### src/hw/rtl/rssi_trend_tracker_macros.svh
// ----------------------------------------------------------------------------
// RSSI trend tracker assertion macros
// Shared property templates for the tracker checks.
// ----------------------------------------------------------------------------
`ifndef RSSI_TREND_TRACKER_MACROS_SVH
`define RSSI_TREND_TRACKER_MACROS_SVH

// same-cycle implication
`define RTT_ASSERT_IMPL(lbl, clk, rstn, ante, cons) \
  lbl: assert property (@(posedge clk) disable iff (!rstn) (ante) |-> (cons)) \
    else $error("rssi_trend_tracker: check failed");

// next-cycle implication
`define RTT_ASSERT_NEXT(lbl, clk, rstn, ante, cons) \
  lbl: assert property (@(posedge clk) disable iff (!rstn) (ante) |=> (cons)) \
    else $error("rssi_trend_tracker: check failed");

`endif

### src/hw/rtl/rtt_pkg.sv
// ----------------------------------------------------------------------------
// RSSI trend tracker package
// Trend codes, register indexes, reset values and shared structs.
// ----------------------------------------------------------------------------
package rtt_pkg;

  typedef enum logic [1:0] {
    TR_COLDER = 2'd0,
    TR_STEADY = 2'd1,
    TR_WARMER = 2'd2,
    TR_HERE   = 2'd3
  } trend_e;

  localparam int unsigned AddrW   = 48;
  localparam int unsigned CfgIdxW = 3;
  localparam int unsigned DivNumW = 15;
  localparam int unsigned DivDenW = 8;

  // register indexes
  localparam logic [CfgIdxW-1:0] CFG_TARGET_ADDRESS = 3'd0;
  localparam logic [CfgIdxW-1:0] CFG_TARGET_VALID   = 3'd1;
  localparam logic [CfgIdxW-1:0] CFG_RSSI_NEAR      = 3'd2;
  localparam logic [CfgIdxW-1:0] CFG_RSSI_FAR       = 3'd3;
  localparam logic [CfgIdxW-1:0] CFG_MOVE_THRESHOLD = 3'd4;
  localparam logic [CfgIdxW-1:0] CFG_CONFIRM_COUNT  = 3'd5;

  localparam logic [7:0] NearReset    = 8'hD8;  // -40 dBm
  localparam logic [7:0] FarReset     = 8'h9C;  // -100 dBm
  localparam logic [4:0] MoveReset    = 5'd2;
  localparam logic [3:0] ConfirmReset = 4'd4;

  localparam logic [15:0] CountMax     = 16'hFFFF;
  localparam logic [7:0]  RunMax       = 8'd255;
  localparam logic [15:0] ConfSamples  = 16'd40;
  localparam logic [15:0] LockSamples  = 16'd8;
  localparam logic signed [9:0] BelowMargin = 10'sd12;
  localparam logic [9:0]  PenaltyMax   = 10'd40;
  localparam logic [6:0]  PctMax       = 7'd100;
  localparam logic signed [9:0] HereMargin  = 10'sd6;

  typedef struct packed {
    logic [AddrW-1:0] target_address;
    logic             target_valid;
    logic [7:0]       rssi_near;
    logic [7:0]       rssi_far;
    logic [4:0]       move_threshold;
    logic [3:0]       confirm_count;
  } cfg_t;

  typedef struct packed {
    logic               start;
    logic [DivNumW-1:0] dividend;
    logic [DivDenW-1:0] divisor;
  } div_req_t;

  typedef struct packed {
    logic               done;
    logic [DivNumW-1:0] quotient;
  } div_rsp_t;

endpackage

### src/hw/rtl/rssi_trend_tracker.sv
// ----------------------------------------------------------------------------
// RSSI trend tracker
// Follows the signal level of one selected transmitter and reports a trend.
// ----------------------------------------------------------------------------
// Usage:
//   Settings are written on the cfg channel (index, data); the user must write
//   them only while no observation is in flight, which the block does not enforce; cfg_ready_o is always high.
//   Observations enter on s_axis; each one yields exactly one verdict on
//   m_axis, matched or not. Only a matching observation moves the averages,
//   peak, sample count and trend.
//   After the input transfer the block steps through update, trend, divider start,
//   divide and output; the input is ready again once the verdict is loaded, so one
//   item ends before the next is taken. The divide uses the 15-step serial divider.
//   The output register holds a verdict while the next observation is taken;
//   if the receiver stalls, the block holds the finished item until the
//   output register frees up and takes no input meanwhile.
//   Reset clears all tracking state: no samples, steady trend, peak -128,
//   and loads the default settings (no target selected).
// ----------------------------------------------------------------------------
`include "rssi_trend_tracker_macros.svh"

module rssi_trend_tracker (
  input  logic                        clk_i,
  input  logic                        rst_ni,
  // tdata: source_address[47:0], signal_level[55:48]
  input  logic                        s_axis_tvalid,
  output logic                        s_axis_tready,
  input  logic [55:0]                 s_axis_tdata,
  // tdata: matched[0], listening[1], trend[3:2], level_now[11:4],
  //        level_smoothed[19:12], level_peak[27:20], sample_total[43:28],
  //        closeness[50:44], confidence[57:51], locked[58]
  output logic                        m_axis_tvalid,
  input  logic                        m_axis_tready,
  output logic [63:0]                 m_axis_tdata,
  input  logic                        cfg_valid_i,
  output logic                        cfg_ready_o,
  input  logic [rtt_pkg::CfgIdxW-1:0] cfg_index_i,
  input  logic [rtt_pkg::AddrW-1:0]   cfg_data_i
);

  localparam logic [2:0] S_IDLE  = 3'd0;
  localparam logic [2:0] S_UPD   = 3'd1;
  localparam logic [2:0] S_TREND = 3'd2;
  localparam logic [2:0] S_START = 3'd3;
  localparam logic [2:0] S_DIV   = 3'd4;
  localparam logic [2:0] S_OUT   = 3'd5;

  rtt_pkg::cfg_t     cfg;
  rtt_pkg::div_req_t div_req;
  rtt_pkg::div_rsp_t div_rsp;

  logic [2:0]            state_d, state_q;
  logic                  match_d, match_q;
  logic [7:0]            level_d, level_q;
  logic signed [15:0]    fast_d, fast_q;
  logic signed [15:0]    slow_d, slow_q;
  logic signed [7:0]     peak_d, peak_q;
  logic signed [7:0]     last_d, last_q;
  logic [15:0]           count_d, count_q;
  rtt_pkg::trend_e       committed_d, committed_q;
  rtt_pkg::trend_e       pending_d, pending_q;
  logic [7:0]            run_d, run_q;
  logic signed [7:0]     smooth_d, smooth_q;
  logic signed [15:0]    num_d, num_q;
  logic signed [8:0]     span_d, span_q;
  logic                  m_valid_d, m_valid_q;
  logic [63:0]           m_data_d, m_data_q;

  // average update
  logic signed [15:0]    r_val;
  logic signed [16:0]    fast_diff, slow_diff;
  logic signed [16:0]    fast_sum, slow_sum;

  // trend evaluation
  logic signed [16:0]    avg_gap_raw;
  logic signed [9:0]     gap;
  logic signed [9:0]     smooth_w;
  logic signed [9:0]     mv_s, neg_mv, near_lim;
  rtt_pkg::trend_e       cand;
  logic [7:0]            run_inc;
  logic signed [15:0]    sdiff;

  // verdict
  logic [6:0]            clo;
  logic [7:0]            base_x5;
  logic [6:0]            conf_base;
  logic signed [9:0]     below;
  logic [9:0]            excess;
  logic [9:0]            pen3;
  logic [6:0]            pen;
  logic [6:0]            conf;
  logic signed [7:0]     smooth_clamped;
  logic                  out_free;
  logic [63:0]           verdict;

  rtt_cfg u_cfg (
    .clk_i       (clk_i),
    .rst_ni      (rst_ni),
    .cfg_valid_i (cfg_valid_i),
    .cfg_ready_o (cfg_ready_o),
    .cfg_index_i (cfg_index_i),
    .cfg_data_i  (cfg_data_i),
    .cfg_o       (cfg)
  );

  rtt_div u_div (
    .clk_i  (clk_i),
    .rst_ni (rst_ni),
    .req_i  (div_req),
    .rsp_o  (div_rsp)
  );

  assign s_axis_tready = (state_q == S_IDLE);

  // ---- average update datapath ----
  assign r_val     = $signed({level_q, 8'h00});
  assign fast_diff = $signed({r_val[15], r_val}) - $signed({fast_q[15], fast_q});
  assign slow_diff = $signed({r_val[15], r_val}) - $signed({slow_q[15], slow_q});
  assign fast_sum  = $signed({fast_q[15], fast_q}) + (fast_diff >>> 2);
  assign slow_sum  = $signed({slow_q[15], slow_q}) + (slow_diff >>> 4);

  // ---- trend datapath: quotients by 256 truncate toward zero ----
  assign avg_gap_raw = $signed({fast_q[15], fast_q}) - $signed({slow_q[15], slow_q});

  always_comb begin
    gap = $signed({avg_gap_raw[16], avg_gap_raw[16:8]});
    if (avg_gap_raw[16] && (avg_gap_raw[7:0] != 8'h00)) begin
      gap = gap + 10'sd1;
    end
    smooth_w = $signed({{2{fast_q[15]}}, fast_q[15:8]});
    if (fast_q[15] && (fast_q[7:0] != 8'h00)) begin
      smooth_w = smooth_w + 10'sd1;
    end
  end

  assign mv_s     = $signed({5'b0, cfg.move_threshold});
  assign neg_mv   = -mv_s;
  assign near_lim = $signed({{2{cfg.rssi_near[7]}}, cfg.rssi_near}) - rtt_pkg::HereMargin;

  always_comb begin
    priority if ((smooth_w >= near_lim) && (gap > neg_mv)) begin
      cand = rtt_pkg::TR_HERE;
    end else if (gap >= mv_s) begin
      cand = rtt_pkg::TR_WARMER;
    end else if (gap <= neg_mv) begin
      cand = rtt_pkg::TR_COLDER;
    end else begin
      cand = rtt_pkg::TR_STEADY;
    end
  end

  assign run_inc = (run_q == rtt_pkg::RunMax) ? run_q : run_q + 8'd1;
  assign sdiff   = $signed({{6{smooth_w[9]}}, smooth_w})
                 - $signed({{8{cfg.rssi_far[7]}}, cfg.rssi_far});

  // ---- verdict datapath ----
  always_comb begin
    clo = '0;
    if ((span_q > 9'sd0) && (num_q > 16'sd0)) begin
      clo = (div_rsp.quotient > 15'(rtt_pkg::PctMax)) ? rtt_pkg::PctMax
                                                       : div_rsp.quotient[6:0];
    end
  end

  // samples * 100 / 40 = samples * 5 / 2 below 40 samples
  assign base_x5   = {count_q[5:0], 2'b00} + {2'b00, count_q[5:0]};
  assign conf_base = (count_q < rtt_pkg::ConfSamples) ? base_x5[7:1] : rtt_pkg::PctMax;
  assign below     = $signed({{2{peak_q[7]}}, peak_q}) - $signed({{2{smooth_q[7]}}, smooth_q});
  assign excess    = 10'(below - rtt_pkg::BelowMargin);
  assign pen3      = {excess[8:0], 1'b0} + excess;

  always_comb begin
    pen = '0;
    if (below > rtt_pkg::BelowMargin) begin
      pen = (pen3 > rtt_pkg::PenaltyMax) ? 7'(rtt_pkg::PenaltyMax) : pen3[6:0];
    end
    conf = (conf_base > pen) ? conf_base - pen : 7'd0;
  end

  assign smooth_clamped = (smooth_q > 8'sd0) ? 8'sd0 : smooth_q;

  always_comb begin
    if (count_q == '0) begin
      verdict = {60'd0, rtt_pkg::TR_STEADY, 1'b1, match_q};
    end else begin
      verdict = {5'd0,
                 (count_q >= rtt_pkg::LockSamples),
                 conf,
                 clo,
                 count_q,
                 peak_q,
                 smooth_clamped,
                 last_q,
                 committed_q,
                 1'b0,
                 match_q};
    end
  end

  assign out_free = !m_valid_q || m_axis_tready;

  // ---- sequencer ----
  always_comb begin
    state_d     = state_q;
    match_d     = match_q;
    level_d     = level_q;
    fast_d      = fast_q;
    slow_d      = slow_q;
    peak_d      = peak_q;
    last_d      = last_q;
    count_d     = count_q;
    committed_d = committed_q;
    pending_d   = pending_q;
    run_d       = run_q;
    smooth_d    = smooth_q;
    num_d       = num_q;
    span_d      = span_q;
    m_valid_d   = m_valid_q && !m_axis_tready;
    m_data_d    = m_data_q;

    div_req.start    = (state_q == S_START);
    div_req.dividend = num_q[14:0];
    div_req.divisor  = span_q[7:0];

    unique case (state_q)
      S_IDLE: begin
        if (s_axis_tvalid) begin
          match_d = cfg.target_valid && (s_axis_tdata[47:0] == cfg.target_address);
          level_d = s_axis_tdata[55:48];
          state_d = S_UPD;
        end
      end
      S_UPD: begin
        if (match_q) begin
          if (count_q == '0) begin
            fast_d = r_val;
            slow_d = r_val;
          end else begin
            fast_d = fast_sum[15:0];
            slow_d = slow_sum[15:0];
          end
          last_d = $signed(level_q);
          if ($signed(level_q) > peak_q) begin
            peak_d = $signed(level_q);
          end
          if (count_q != rtt_pkg::CountMax) begin
            count_d = count_q + 16'd1;
          end
        end
        state_d = S_TREND;
      end
      S_TREND: begin
        if (match_q) begin
          if (cand == committed_q) begin
            pending_d = cand;
            run_d     = '0;
          end else if (cand == pending_q) begin
            run_d = run_inc;
            if ((cand == rtt_pkg::TR_STEADY) || (run_inc >= {4'b0, cfg.confirm_count})) begin
              committed_d = cand;
              run_d       = '0;
            end
          end else begin
            pending_d = cand;
            run_d     = 8'd1;
            if (cand == rtt_pkg::TR_STEADY) begin
              committed_d = rtt_pkg::TR_STEADY;
            end
          end
        end
        smooth_d = smooth_w[7:0];
        num_d    = sdiff * 16'sd100;
        span_d   = $signed({cfg.rssi_near[7], cfg.rssi_near})
                 - $signed({cfg.rssi_far[7], cfg.rssi_far});
        state_d  = S_START;
      end
      S_START: begin
        state_d = S_DIV;
      end
      S_DIV: begin
        if (div_rsp.done) begin
          state_d = S_OUT;
        end
      end
      S_OUT: begin
        if (out_free) begin
          m_valid_d = 1'b1;
          m_data_d  = verdict;
          state_d   = S_IDLE;
        end
      end
      default: begin
        state_d = S_IDLE;
      end
    endcase
  end

  always_ff @(posedge clk_i or negedge rst_ni) begin
    if (!rst_ni) begin
      state_q     <= S_IDLE;
      fast_q      <= '0;
      slow_q      <= '0;
      peak_q      <= -8'sd128;
      last_q      <= '0;
      count_q     <= '0;
      committed_q <= rtt_pkg::TR_STEADY;
      pending_q   <= rtt_pkg::TR_STEADY;
      run_q       <= '0;
      m_valid_q   <= 1'b0;
    end else begin
      state_q     <= state_d;
      fast_q      <= fast_d;
      slow_q      <= slow_d;
      peak_q      <= peak_d;
      last_q      <= last_d;
      count_q     <= count_d;
      committed_q <= committed_d;
      pending_q   <= pending_d;
      run_q       <= run_d;
      m_valid_q   <= m_valid_d;
    end
  end

  always_ff @(posedge clk_i) begin
    match_q  <= match_d;
    level_q  <= level_d;
    smooth_q <= smooth_d;
    num_q    <= num_d;
    span_q   <= span_d;
    m_data_q <= m_data_d;
  end

  assign m_axis_tvalid = m_valid_q;
  assign m_axis_tdata  = m_data_q;

  // ---- checks ----
  `RTT_ASSERT_IMPL(a_div_done_in_wait, clk_i, rst_ni, div_rsp.done, state_q == S_DIV)
  `RTT_ASSERT_IMPL(a_count_steps_by_one, clk_i, rst_ni, count_q != $past(count_q), count_q == $past(count_q) + 16'd1)
  `RTT_ASSERT_IMPL(a_commit_in_trend_step, clk_i, rst_ni, committed_q != $past(committed_q), $past(state_q) == S_TREND)
  `RTT_ASSERT_NEXT(a_transfer_starts_update, clk_i, rst_ni, s_axis_tvalid && s_axis_tready, state_q == S_UPD)

endmodule

### src/hw/rtl/rtt_cfg.sv
// ----------------------------------------------------------------------------
// RSSI trend tracker configuration registers
// Indexed write port into the tracker's settings.
// ----------------------------------------------------------------------------
module rtt_cfg (
  input  logic                        clk_i,
  input  logic                        rst_ni,
  input  logic                        cfg_valid_i,
  output logic                        cfg_ready_o,
  input  logic [rtt_pkg::CfgIdxW-1:0] cfg_index_i,
  input  logic [rtt_pkg::AddrW-1:0]   cfg_data_i,
  output rtt_pkg::cfg_t               cfg_o
);

  rtt_pkg::cfg_t cfg_d, cfg_q;

  assign cfg_ready_o = 1'b1;

  always_comb begin
    cfg_d = cfg_q;
    if (cfg_valid_i) begin
      unique case (cfg_index_i)
        rtt_pkg::CFG_TARGET_ADDRESS: cfg_d.target_address = cfg_data_i;
        rtt_pkg::CFG_TARGET_VALID:   cfg_d.target_valid   = cfg_data_i[0];
        rtt_pkg::CFG_RSSI_NEAR:      cfg_d.rssi_near      = cfg_data_i[7:0];
        rtt_pkg::CFG_RSSI_FAR:       cfg_d.rssi_far       = cfg_data_i[7:0];
        rtt_pkg::CFG_MOVE_THRESHOLD: cfg_d.move_threshold = cfg_data_i[4:0];
        rtt_pkg::CFG_CONFIRM_COUNT:  cfg_d.confirm_count  = cfg_data_i[3:0];
        default: ;  // unmapped index, write dropped
      endcase
    end
  end

  always_ff @(posedge clk_i or negedge rst_ni) begin
    if (!rst_ni) begin
      cfg_q.target_address <= '0;
      cfg_q.target_valid   <= 1'b0;
      cfg_q.rssi_near      <= rtt_pkg::NearReset;
      cfg_q.rssi_far       <= rtt_pkg::FarReset;
      cfg_q.move_threshold <= rtt_pkg::MoveReset;
      cfg_q.confirm_count  <= rtt_pkg::ConfirmReset;
    end else begin
      cfg_q <= cfg_d;
    end
  end

  assign cfg_o = cfg_q;

endmodule

### src/hw/rtl/rtt_div.sv
// ----------------------------------------------------------------------------
// RSSI trend tracker serial divider
// Restoring unsigned divider, one quotient bit per cycle.
// ----------------------------------------------------------------------------
module rtt_div (
  input  logic              clk_i,
  input  logic              rst_ni,
  input  rtt_pkg::div_req_t req_i,
  output rtt_pkg::div_rsp_t rsp_o
);

  localparam int unsigned NumW = rtt_pkg::DivNumW;
  localparam int unsigned DenW = rtt_pkg::DivDenW;
  localparam int unsigned CntW = $clog2(NumW);

  logic            busy_d, busy_q;
  logic            done_d, done_q;
  logic [CntW-1:0] cnt_d, cnt_q;
  logic [DenW-1:0] rem_d, rem_q;
  logic [DenW-1:0] den_d, den_q;
  logic [NumW-1:0] quo_d, quo_q;
  logic [DenW:0]   trial;
  logic [DenW:0]   trial_sub;
  logic            fits;

  // partial remainder stays below the divisor, so one extra bit suffices
  assign trial     = {rem_q, quo_q[NumW-1]};
  assign trial_sub = trial - {1'b0, den_q};
  assign fits      = (trial >= {1'b0, den_q});

  always_comb begin
    busy_d = busy_q;
    done_d = 1'b0;
    cnt_d  = cnt_q;
    rem_d  = rem_q;
    den_d  = den_q;
    quo_d  = quo_q;
    if (req_i.start) begin
      busy_d = 1'b1;
      cnt_d  = CntW'(NumW - 1);
      rem_d  = '0;
      den_d  = req_i.divisor;
      quo_d  = req_i.dividend;
    end else if (busy_q) begin
      rem_d = fits ? trial_sub[DenW-1:0] : trial[DenW-1:0];
      quo_d = {quo_q[NumW-2:0], fits};
      cnt_d = cnt_q - 1'b1;
      if (cnt_q == '0) begin
        busy_d = 1'b0;
        done_d = 1'b1;
      end
    end
  end

  always_ff @(posedge clk_i or negedge rst_ni) begin
    if (!rst_ni) begin
      busy_q <= 1'b0;
      done_q <= 1'b0;
      cnt_q  <= '0;
    end else begin
      busy_q <= busy_d;
      done_q <= done_d;
      cnt_q  <= cnt_d;
    end
  end

  always_ff @(posedge clk_i) begin
    rem_q <= rem_d;
    den_q <= den_d;
    quo_q <= quo_d;
  end

  assign rsp_o.done     = done_q;
  assign rsp_o.quotient = quo_q;

endmodule

### config.mk
export PLATFORM = sky130hd
export DESIGN_NAME = rssi_trend_tracker
export DESIGN_NICKNAME = d
export VERILOG_FILES = /design/src/hw/rtl/rtt_pkg.sv /design/src/hw/rtl/rssi_trend_tracker.sv /design/src/hw/rtl/rtt_cfg.sv /design/src/hw/rtl/rtt_div.sv
export VERILOG_INCLUDE_DIRS = /design/src /design/src/hw/rtl
export SDC_FILE = /design/constraint.sdc
export NUM_CORES = 1
export LEC_CHECK = 0
export BUFFER_PORTS_ARGS = -buffer_cell sky130_fd_sc_hd__clkbuf_2
export CAP_MARGIN = 20
export CORE_ASPECT_RATIO = 0.75
export CORE_MARGIN = 3
export CORE_UTILIZATION = 42
export DETAILED_ROUTE_END_ITERATION = 8
export GPL_TIMING_DRIVEN = 0
export PLACE_DENSITY_LB_ADDON = 0.12
export SKIP_CTS_REPAIR_TIMING = 1
export SLEW_MARGIN = 20
export SYNTH_ARGS = -nofsm -noshare
export SYNTH_HDL_FRONTEND = slang
export SYNTH_SLANG_ARGS = --single-unit
### constraint.sdc
create_clock -name clk_i -period 5.9 [get_ports clk_i]
set_clock_uncertainty 0.05 [all_clocks]
set_input_delay 0.295 -clock clk_i [delete_from_list [all_inputs] [get_ports clk_i]]
set_output_delay 0.295 -clock clk_i [all_outputs]
set_load 0.02 [all_outputs]
## Yosys cells after proc, flatten, opt, wreduce, memory -nomap -nowiden

Index checks and enable logic that the tools add are counted.

| word-level totals | value |
|---|---|
| flip-flop bits (word level) | 295 |
| input port bits | 112 |
| output and inout port bits | 67 |

| cells by class | value |
|---|---|
| add/sub/neg operators | 20 |
| $mul | 1 |
| magnitude comparators | 16 |
| eq/ne operators | 21 |
| multiplexer cells | 38 |
| bitwise gates (word level) | 3 |
| reductions and logical operators | 37 |

Operators with widths:

| kind | count |
|---|---|
| $sub 16x16->17 | 3 |
| $eq 48x48->1 | 1 |
| $mux 8 | 5 |
| $mux 16 | 2 |
| $mux 15 | 2 |
| $mux 7 | 4 |
| $mux 10 | 2 |
| $reduce_and 2->1 | 10 |
| $pmux 3 s6 | 1 |
| $sub 8x8->9 | 2 |
| $add 16x1->16 const B | 1 |
| $add 16x13->16 | 1 |
| $add 16x15->16 | 1 |
| $ge 16x4->1 const B | 1 |
| $gt 16x1->1 const B | 1 |
| $logic_not 16->1 | 1 |
| $lt 16x6->1 const B | 1 |
| $mux 2 | 8 |
| $ne 16x16->1 const B | 1 |
| $reduce_bool 8->1 | 2 |
| $gt 15x7->1 const B | 1 |
| $mul 11x6->14 const B | 1 |
| $eq 3x2->1 const B | 4 |
| $eq 3x3->1 const B | 4 |
| 44 further kinds | 76 |

## Longest topological paths before layout

Gate-level depths: netlist (run 1).

| depth | value |
|---|---|
| depth after elaboration | 13 |
| mapped depth | 29 |

## Modules after synthesis

Synthesis (run 1) repeated with hierarchy kept, for this count alone.

| second synthesis, totals | value |
|---|---|
| cells, all modules | 1871 |
| area total of the unflattened synthesis | 19404.9 sq um |

By module, submodules not included:

| module | times used | cells each | area an instance (sq um) | seq. area each (sq um) |
|---|---|---|---|---|
| rssi_trend_tracker | 1 | 1533 | 14582.7 | 4978.5 |
| rtt_cfg | 1 | 162 | 2819.0 | 1864.3 |
| rtt_div | 1 | 176 | 2003.2 | 1001.0 |

## Least setup slack after synthesis (run 1)

No wires, ideal clock.

| timing | value |
|---|---|
| path kind | reg-to-reg |
| start point | register fast_q[1] |
| end point | register num_q[15] (data pin) |
| library setup time | 0.259 ns |
| arrival | 5.512 ns |
| slack | 0.079 ns |
| cell stages (with the launch flop) | 27 |
| buffers on the path | 0 |
| cells stage by stage | dfrtp_1 or4_1 nor4b_2 nor2_1 o21ai_0 ha_1 nor2b_1 o21ai_0 nand2b_1 a21o_1 a21o_1 a21o_1 a21o_1 xor2_1 inv_1 fa_1 inv_1 ha_1 ha_1 a21oi_1 nor2_1 nor2_1 o21bai_1 a21oi_1 o21bai_1 a21oi_1 xnor2_1 |

| on the way | value |
|---|---|
| cells in the longest elaborated chain, start to end | 5 |

RTL lines:

| item | line | source |
|---|---|---|
| start: declaration | rssi_trend_tracker.sv:55 | `logic signed [15:0] fast_d, fast_q;` |
| start signal: assignment | rssi_trend_tracker.sv:312 | `fast_q <= fast_d;` |
| $reduce_bool 8->1 | rssi_trend_tracker.sv:131 | `if (fast_q[15] && (fast_q[7:0] != 8'h00)) begin` |
| $logic_and 1x1->1 | rssi_trend_tracker.sv:131 |  |
| $mux 10 | rssi_trend_tracker.sv:131 |  |
| named net smooth_w[1] | rssi_trend_tracker.sv:77 | `logic signed [9:0] smooth_w;` |
| $sub 10x8->11 | rssi_trend_tracker.sv:154 | `- $signed({{8{cfg.rssi_far[7]}}, cfg.rssi_far});` |
| $mul 11x6->14 | rssi_trend_tracker.sv:272 | `num_d = sdiff * 16'sd100;` |
| end signal: assignment | rssi_trend_tracker.sv:328 | `num_q <= num_d;` |
| end: declaration | rssi_trend_tracker.sv:64 | `logic signed [15:0] num_d, num_q;` |

The timed path passes the listed nets, and every way through them passes these cells.
A chain may end at the register's enable or synchronous reset.

## Worst setup path in the final report (run 1)

| timing | value |
|---|---|
| start point | register fast_q[1] |
| end point | register pending_q[1] |

| on the way | value |
|---|---|
| cells in the longest elaborated chain, start to end | 11 |
| elaborated cells between the ends (all ways) | 22 |
| classes of those cells | add/sub: 2; order compare: 4; eq/ne: 3; mux: 7; reduce/logical: 6 |

RTL lines:

| item | line | source |
|---|---|---|
| parallel branches: the longest is 7 deep, another holds $sub 16x16->17 | n/a |  |
| $mux 2 (*) | rssi_trend_tracker.sv:141 | `priority if ((smooth_w >= near_lim) && (gap > neg_mv)) begin` |
| $eq 2x2->1 (on tied branches) | rssi_trend_tracker.sv:254, rssi_trend_tracker.sv:257 |  |
| $ne 2x2->1 (no source line) | n/a |  |
| $reduce_and 3->1 (no source line) | n/a |  |
| end signal: assignment | rssi_trend_tracker.sv:307 | `pending_q <= rtt_pkg::TR_STEADY;` |
| end signal: assignment | rssi_trend_tracker.sv:318 | `pending_q <= pending_d;` |
| end: declaration | rssi_trend_tracker.sv:61 | `rtt_pkg::trend_e pending_d, pending_q;` |

Every way passes the cells marked *. The select of a mux whose other input is x is not followed.

==> summary.txt, run 1 <==
Status = finished with violations
Violated checks = hold timing
Detail Placement HPWL = 37.0 mm
Grt ovf = 0
Area occupied by registers = 0.00785 mm2
Post-Synth Simple-Gate Area = 14.9%
Cells after Synth = 1886
Count leader, synth = ha_1
Wire per inst = 17.6 um
Post-synth top cells = 188 x ha_1, 171 x nand2_1, 157 x inv_1, 147 x dfrtp_1, 122 x edfxtp_1
Share of cells above drive strength 1 = 21.8%
Adder-cell share of the synthesized area = 14.3%
Clk sinks = 290
Area delta synth->final = 21.9%
Min-delay worst type = in2reg
RePlAce Congestion = 0.853
Bufs and invs on worst path = 2
Hold Startpoint = cfg_data_i[4]
Worst stage delay on the critical path = 0.53 ns
Xor/xnor cell area share of the yosys netlist = 7.84%
Reg2reg end = pending_q[1]
Port buffer count = 171
Row count = 66
Count of yosys warnings during synthesis = 0
Gr usage total = 19.7%
Compound-Gate Fraction of Synth Area = 12.3%
Worst-margin pin slew = 1.03 ns
Maxcap violations = 0
EDFF count, synth = 122
WP data required = 6.31 ns
Largest net degree at the start of global routing = 89
Main combinational cell family by area after synthesis = simple AND/OR/NAND/NOR gates
CTS H-tree depth = 1
Global-route wire length before repair = 76.0 mm
Worst-path clk slew = 0.06 ns
First-iteration detailed-routing DRC count = 837
Synth top area share = 19.4%
Worst skew pair latency = 0.59 ns
Routed vias/inst = 5.26
DRC viols = 0
Final ANT Viol Nets = 0
Initial antenna violation count = 0
Synth area leaders = dfrtp_1 19%, edfxtp_1 19%, ha_1 12%, xnor2_1 4.8%, mux2_2 4.3%
Critical path, cell by cell = buf_4 -> ha_1 -> nor2b_2 -> o2111a_1 -> a2111oi_4 -> xnor2_1 -> or4b_4 -> nor2b_4 -> mux2_4 -> ha_4 -> nor2b_4 -> o21a_1 -> o21a_1 -> o211ai_1 -> a21boi_1 -> o31ai_2 -> a31oi_2 -> o311ai_2 -> buf_4 -> nand2_4 -> mux4_2 -> a21oi_4 -> mux2_4
Worst path slowest cell = or4b_4
Flops & latches, synth = 290
Cell taking the most area after synthesis = dfrtp_1
FFs w/ async S/R, synth = 55.2%
PnR worst setup slack = 0.00355 ns
Ports = 179
Post-synthesis sequential area ratio = 41.3%
R2r setup slk = 0.004 ns
WS Path Type = reg2reg
Antenna cells = 0
Worst r2r src = fast_q[1]
Final hold vios = 1
Final Cycle Share = 99.9%
Hold Path Stages = 3
Delay-heaviest family, CP = compound AO/OA/AOI/OAI gates
Total core area = 0.0440 mm2
Worst Setup End Kind = flip-flop
Fill cells = 3921
Most used DFF post-synth = dfrtp_1
Unrepaired setup endpoints after global routing = true
Die Ht = 190 um
CTS Buf Count = 31
Post-synthesis cell type count = 97
Relative slew slack = 31.4%
Setup violators final = 0
Vias = 14700
Synthesized area per cell = 10.1 um2
R2R cell count = 23
DIE WIDTH = 251 um
Pre-CTS WS = -1.06 ns
Worst Hold Margin = -0.0154 ns
Worst setup SP type = flip-flop
WP data arrival = 6.31 ns
Multi-input gate area = 0.0108 mm2
Final net count = 2515
1st-pass router iterations = 5
Netlist Area Pre-Place = 0.0190 mm2
Min cycle time layout = 5.90 ns
Die Area = 0.0478 mm2
Vias in the first global route = 13900
Slew Limit Fails = 0
Fmax = 0.170 GHz
Clock Path Buffers = 3
Hold Path End = u_cfg.cfg_o[8]
Starting Density = 43.1%
Detailed Route WL = 49.2 mm
Mux cell area share after synthesis = 4.93%
CP max FO = 7
TritonCTS clock tree = built
Root buf cell = clkbuf_16
Worst path depth = 23
[cells in the final DEF (no fill, tap or decap), drive strengths merged, types with 37 or more instances in the layout]
cell type / count
nor2b: 37
a21oi: 82
buf: 62
ha: 188
nor3: 48
dlygate4sd3: 54
inv: 160
nand2: 172
clkbuf: 256
o21ai: 94
mux2: 74
edfxtp: 122
nor2: 114
dfrtp: 147
xor2: 67
xnor2: 103
[final cells by class]
type,instances,area share [%]
inverter,158,2.56
timing repair buffer,274,7.90
clock buffer,41,3.73
clock inverter,17,0.865
multi-input combinational,1385,46.8
buffer,57,1.09
sequential,290,33.9
tap,578,3.12
[how the worst max path moves through the flow]
| stage | start | endpoint | slack (ns) |
|---|---|---|---|
| after floorplan | fast_q[1] | num_q[15] | 0.08 |
| after global placement | fast_q[1] | num_q[15] | -0.97 |
| after detailed placement | fast_q[1] | num_q[15] | -1.06 |
| after CTS | fast_q[1] | num_q[15] | -1.06 |
| after global routing | fast_q[1] | num_q[15] | -0.24 |
| final | fast_q[1] | pending_q[1] | 0.004 |
[logic make-up after synthesis]
family / after synthesis
AOI/OAI and AO/OA: 355
xor gates and xnor gates: 170
adders and majority gates: 206
buffers and inverters: 216
DFF: 290
muxes: 83
other: 2
and+or+nand+nor: 564
[tightest hold or removal path: stages]
cell	delay, ns
clkbuf_2	0.16
nand2_1	0.06
o21ai_0	0.06
[metrics by stage]
step	std cells	TNS, ns	instance area (um2)	util, %	hold WS, ns
2_1_floorplan	1891	0	19000	-	-0.0506
3_3_place_gp	2640	-10.81	20600	46.8	0.388
3_5_place_dp	2646	-12.40	20700	47.0	0.336
4_1_cts	2704	-12.83	21800	49.4	-0.288
5_1_grt	2800	-1.69	23200	52.6	0.00499
6_report	2800	0	23200	52.6	-0.0154
[per-layer routing]
layer	share of wire, %	vias to the layer above	GRT usage, %
li1	-	7270	-
met1	52	7134	31.3
met5	0	-	0
met2	43	281	28.9
met4	1.3	0	3.08
met3	4.1	46	2.50
[registers in the layout (all words and copies together), names as in the netlist, 9 cells and up]
signal	count
count_q	16
fast_q	16
m_axis_tdata	59
num_q	14
slow_q	16
span_q	9
u_cfg.cfg_o	74
u_div.quo_q	15
Power of run 1 is not shown: default switching activity piles up to over one toggle a cycle in this logic, so the estimate is an artifact.
==> run 2, diff against run 1 <==
--- a/config.mk
+++ b/config.mk
@@ -10,7 +10,7 @@
 export CAP_MARGIN = 20
 export CORE_ASPECT_RATIO = 0.75
 export CORE_MARGIN = 3
-export CORE_UTILIZATION = 42
+export CORE_UTILIZATION = 30
 export DETAILED_ROUTE_END_ITERATION = 8
 export GPL_TIMING_DRIVEN = 0
 export PLACE_DENSITY_LB_ADDON = 0.12
@@ -19,3 +19,4 @@
 export SYNTH_ARGS = -nofsm -noshare
 export SYNTH_HDL_FRONTEND = slang
 export SYNTH_SLANG_ARGS = --single-unit
+export TNS_END_PERCENT = 10
==> run 2 against run 1 <==
The run ends with setup timing left. Die area grew 39%. Setup slack lost 0.069 ns. Sequential cell count is the same. Via count shrank 1.5%. Largest cell class unchanged. Critical path depth is the same. Clock-buffer cell count grew 9. Worst hold slack gained 0.024 ns. Core utilization shrank 15 points. Critical path type unchanged. Register-to-register slack lost 0.07 ns.
==> summary.txt, run 2 (synthesized netlist as in run 1, its figures left out) <==
First-iteration detailed-routing DRC count = 666 (was 837)
Starting Density = 30.5% (was 43.1%)
Worst-path clk slew = 0.06 ns (about the same)
Final hold vios = 0 (was 1)
Die Area = 0.0664 mm2 (was 0.0478 mm2)
WP data required = 6.27 ns (was 6.31 ns)
Worst r2r src = fast_q[1] (unchanged)
Antenna cells = 0 (unchanged)
Min cycle time layout = 5.97 ns (was 5.90 ns)
Worst setup SP type = flip-flop (unchanged)
Pre-CTS WS = -1.07 ns (was -1.06 ns)
Vias in the first global route = 14100 (was 13900)
Hold Path Stages = 3 (unchanged)
Critical path, cell by cell = buf_4 -> ha_1 -> nor2b_1 -> o2111a_1 -> a2111oi_4 -> xnor2_1 -> or4b_4 -> nor2b_2 -> mux2_4 -> ha_4 -> nor2b_4 -> o21a_1 -> o21a_1 -> o211ai_1 -> a21boi_1 -> o31ai_1 -> a31oi_2 -> o311ai_2 -> buf_4 -> nand2_4 -> mux4_2 -> a21oi_2 -> mux2_4 (was buf_4 -> ha_1 -> nor2b_2 -> o2111a_1 -> a2111oi_4 -> xnor2_1 -> or4b_4 -> nor2b_4 -> mux2_4 -> ha_4 -> nor2b_4 -> o21a_1 -> o21a_1 -> o211ai_1 -> a21boi_1 -> o31ai_2 -> a31oi_2 -> o311ai_2 -> buf_4 -> nand2_4 -> mux4_2 -> a21oi_4 -> mux2_4)
Reg2reg end = pending_q[1] (unchanged)
DIE WIDTH = 296 um (was 251 um)
Violated checks = setup timing (was hold timing)
Row count = 79 (was 66)
Share of cells above drive strength 1 = 21.8% (about the same)
Commonest non-fill, non-tap cells in the layout = 175 x ha_1, 170 x clkbuf_2, 169 x nand2_1 (was 174 x ha_1, 170 x nand2_1, 170 x clkbuf_2)
CP max FO = 7 (unchanged)
PnR worst setup slack = -0.0658 ns (was 0.00355 ns)
Worst-margin pin slew = 1.03 ns (about the same)
Setup violators final = 7 (was 0)
Unrepaired setup endpoints after global routing = true (unchanged)
Final net count = 2516 (was 2515)
Final Cycle Share = 101% (was 99.9%)
Clk sinks = 290 (unchanged)
Detailed Route WL = 51.7 mm (was 49.2 mm)
Fmax = 0.168 GHz (was 0.170 GHz)
Hold Startpoint = s_axis_tvalid (was cfg_data_i[4])
WP data arrival = 6.34 ns (was 6.31 ns)
Root buf cell = clkbuf_16 (unchanged)
Grt ovf = 0 (unchanged)
Relative slew slack = 31.0% (was 31.4%)
Gr usage total = 15.3% (was 19.7%)
Vias = 14500 (was 14700)
Wire per inst = 17.0 um (was 17.6 um)
Die Ht = 224 um (was 190 um)
Worst Hold Margin = 0.00905 ns (was -0.0154 ns)
RePlAce Congestion = 0.826 (was 0.853)
Largest net degree at the start of global routing = 86 (was 89)
Worst path slowest cell = or4b_4 (unchanged)
Area delta synth->final = 23.7% (was 21.9%)
Fill cells = 6239 (was 3921)
DRC viols = 0 (unchanged)
Utilization after layout = 37.7% (was 52.6%)
1st-pass router iterations = 5 (unchanged)
Min-delay worst type = in2reg (unchanged)
Max reg flops = 74 (unchanged)
CTS Buf Count = 34 (was 31)
Status = finished with violations (unchanged)
Setup TNS = -0.267 ns (was 0 ns)
Worst stage delay on the critical path = 0.54 ns (was 0.53 ns)
Commonest non-fill, non-tap cell in the layout = ha_1 (unchanged)
Initial antenna violation count = 0 (unchanged)
Hold Path End = state_q[0] (was u_cfg.cfg_o[8])
R2r setup slk = -0.07 ns (was 0.004 ns)
Clock Path Buffers = 3 (unchanged)
Ports = 179 (unchanged)
TritonCTS clock tree = built (unchanged)
Worst Setup End Kind = flip-flop (unchanged)
Slew Limit Fails = 0 (unchanged)
Maxcap violations = 0 (unchanged)
WS Path Type = reg2reg (unchanged)
R2R cell count = 23 (unchanged)
CTS H-tree depth = 2 (was 1)
Routed vias/inst = 4.79 (was 5.26)
Global-route wire length before repair = 80.3 mm (was 76.0 mm)
Total core area = 0.0623 mm2 (was 0.0440 mm2)
Worst skew pair latency = 0.56 ns (was 0.59 ns)
Final ANT Viol Nets = 0 (unchanged)
Detail Placement HPWL = 39.3 mm (was 37.0 mm)
Port buffer count = 171 (unchanged)
[run 2: cell count changes in the layout (fill, tap and decap cells not counted), sizes merged]
cell,before,now
clkinvlp,0,5
clkbuf,256,265
dlygate4sd3,54,52
inv,160,157
clkinv,11,7
bufinv,4,0
[run 2: worst max-delay path by stage]
stage              start           end  slack (ns)  cells past startpoint
2_1_floorplan  fast_q[1]     num_q[15]        0.08                     26
3_3_place_gp   fast_q[1]     num_q[15]       -1.10                     26
3_5_place_dp   fast_q[1]     num_q[15]       -1.07                     26
4_1_cts        fast_q[1]     num_q[15]       -1.09                     26
5_1_grt        fast_q[0]  pending_q[1]       -0.26                     25
6_report       fast_q[1]  pending_q[1]       -0.07                     23
[run 2: cell type report]
| class | instances | area (um2) | share of cell area (%) |
|---|---|---|---|
| plain buffers | 57 | 251 | 1.07 |
| flip-flops and latches | 290 | 7860 | 33.5 |
| inverters | 158 | 593 | 2.53 |
| repair buffers | 272 | 1830 | 7.81 |
| clock inverters | 11 | 115 | 0.490 |
| multi-input cells | 1385 | 10900 | 46.2 |
| clock buffers | 50 | 961 | 4.09 |
| well taps | 810 | 1010 | 4.32 |
[run 2: per-layer routing]
layer / part of all wire [%] / vias to the layer above / GRT usage [%]
li1: - / 7274 / -
met1: 52 / 7002 / 23.2
met2: 43 / 190 / 22.9
met3: 3.8 / 49 / 2.47
met4: 1.5 / 0 / 3.07
met5: 0 / - / 0
[run 2: worst max-delay path, delay by kind of cell (launching register included)]
kind	cells	cell delay, ns
buf+inv	2	0.35
mux	3	1.17
simple gates	5	1.08
compound gates	10	2.15
xor+xnor	1	0.10
flops	1	0.45
fa+ha+maj	2	0.50
[run 2: metrics by stage]
stage,instances,area [um2]
floorplan,1891,19000
global route,3033,23500
CTS,2940,22100
detailed placement,2879,21000
finish,3033,23500
global placement,2872,20900
Power of run 2 is left out for the same reason.
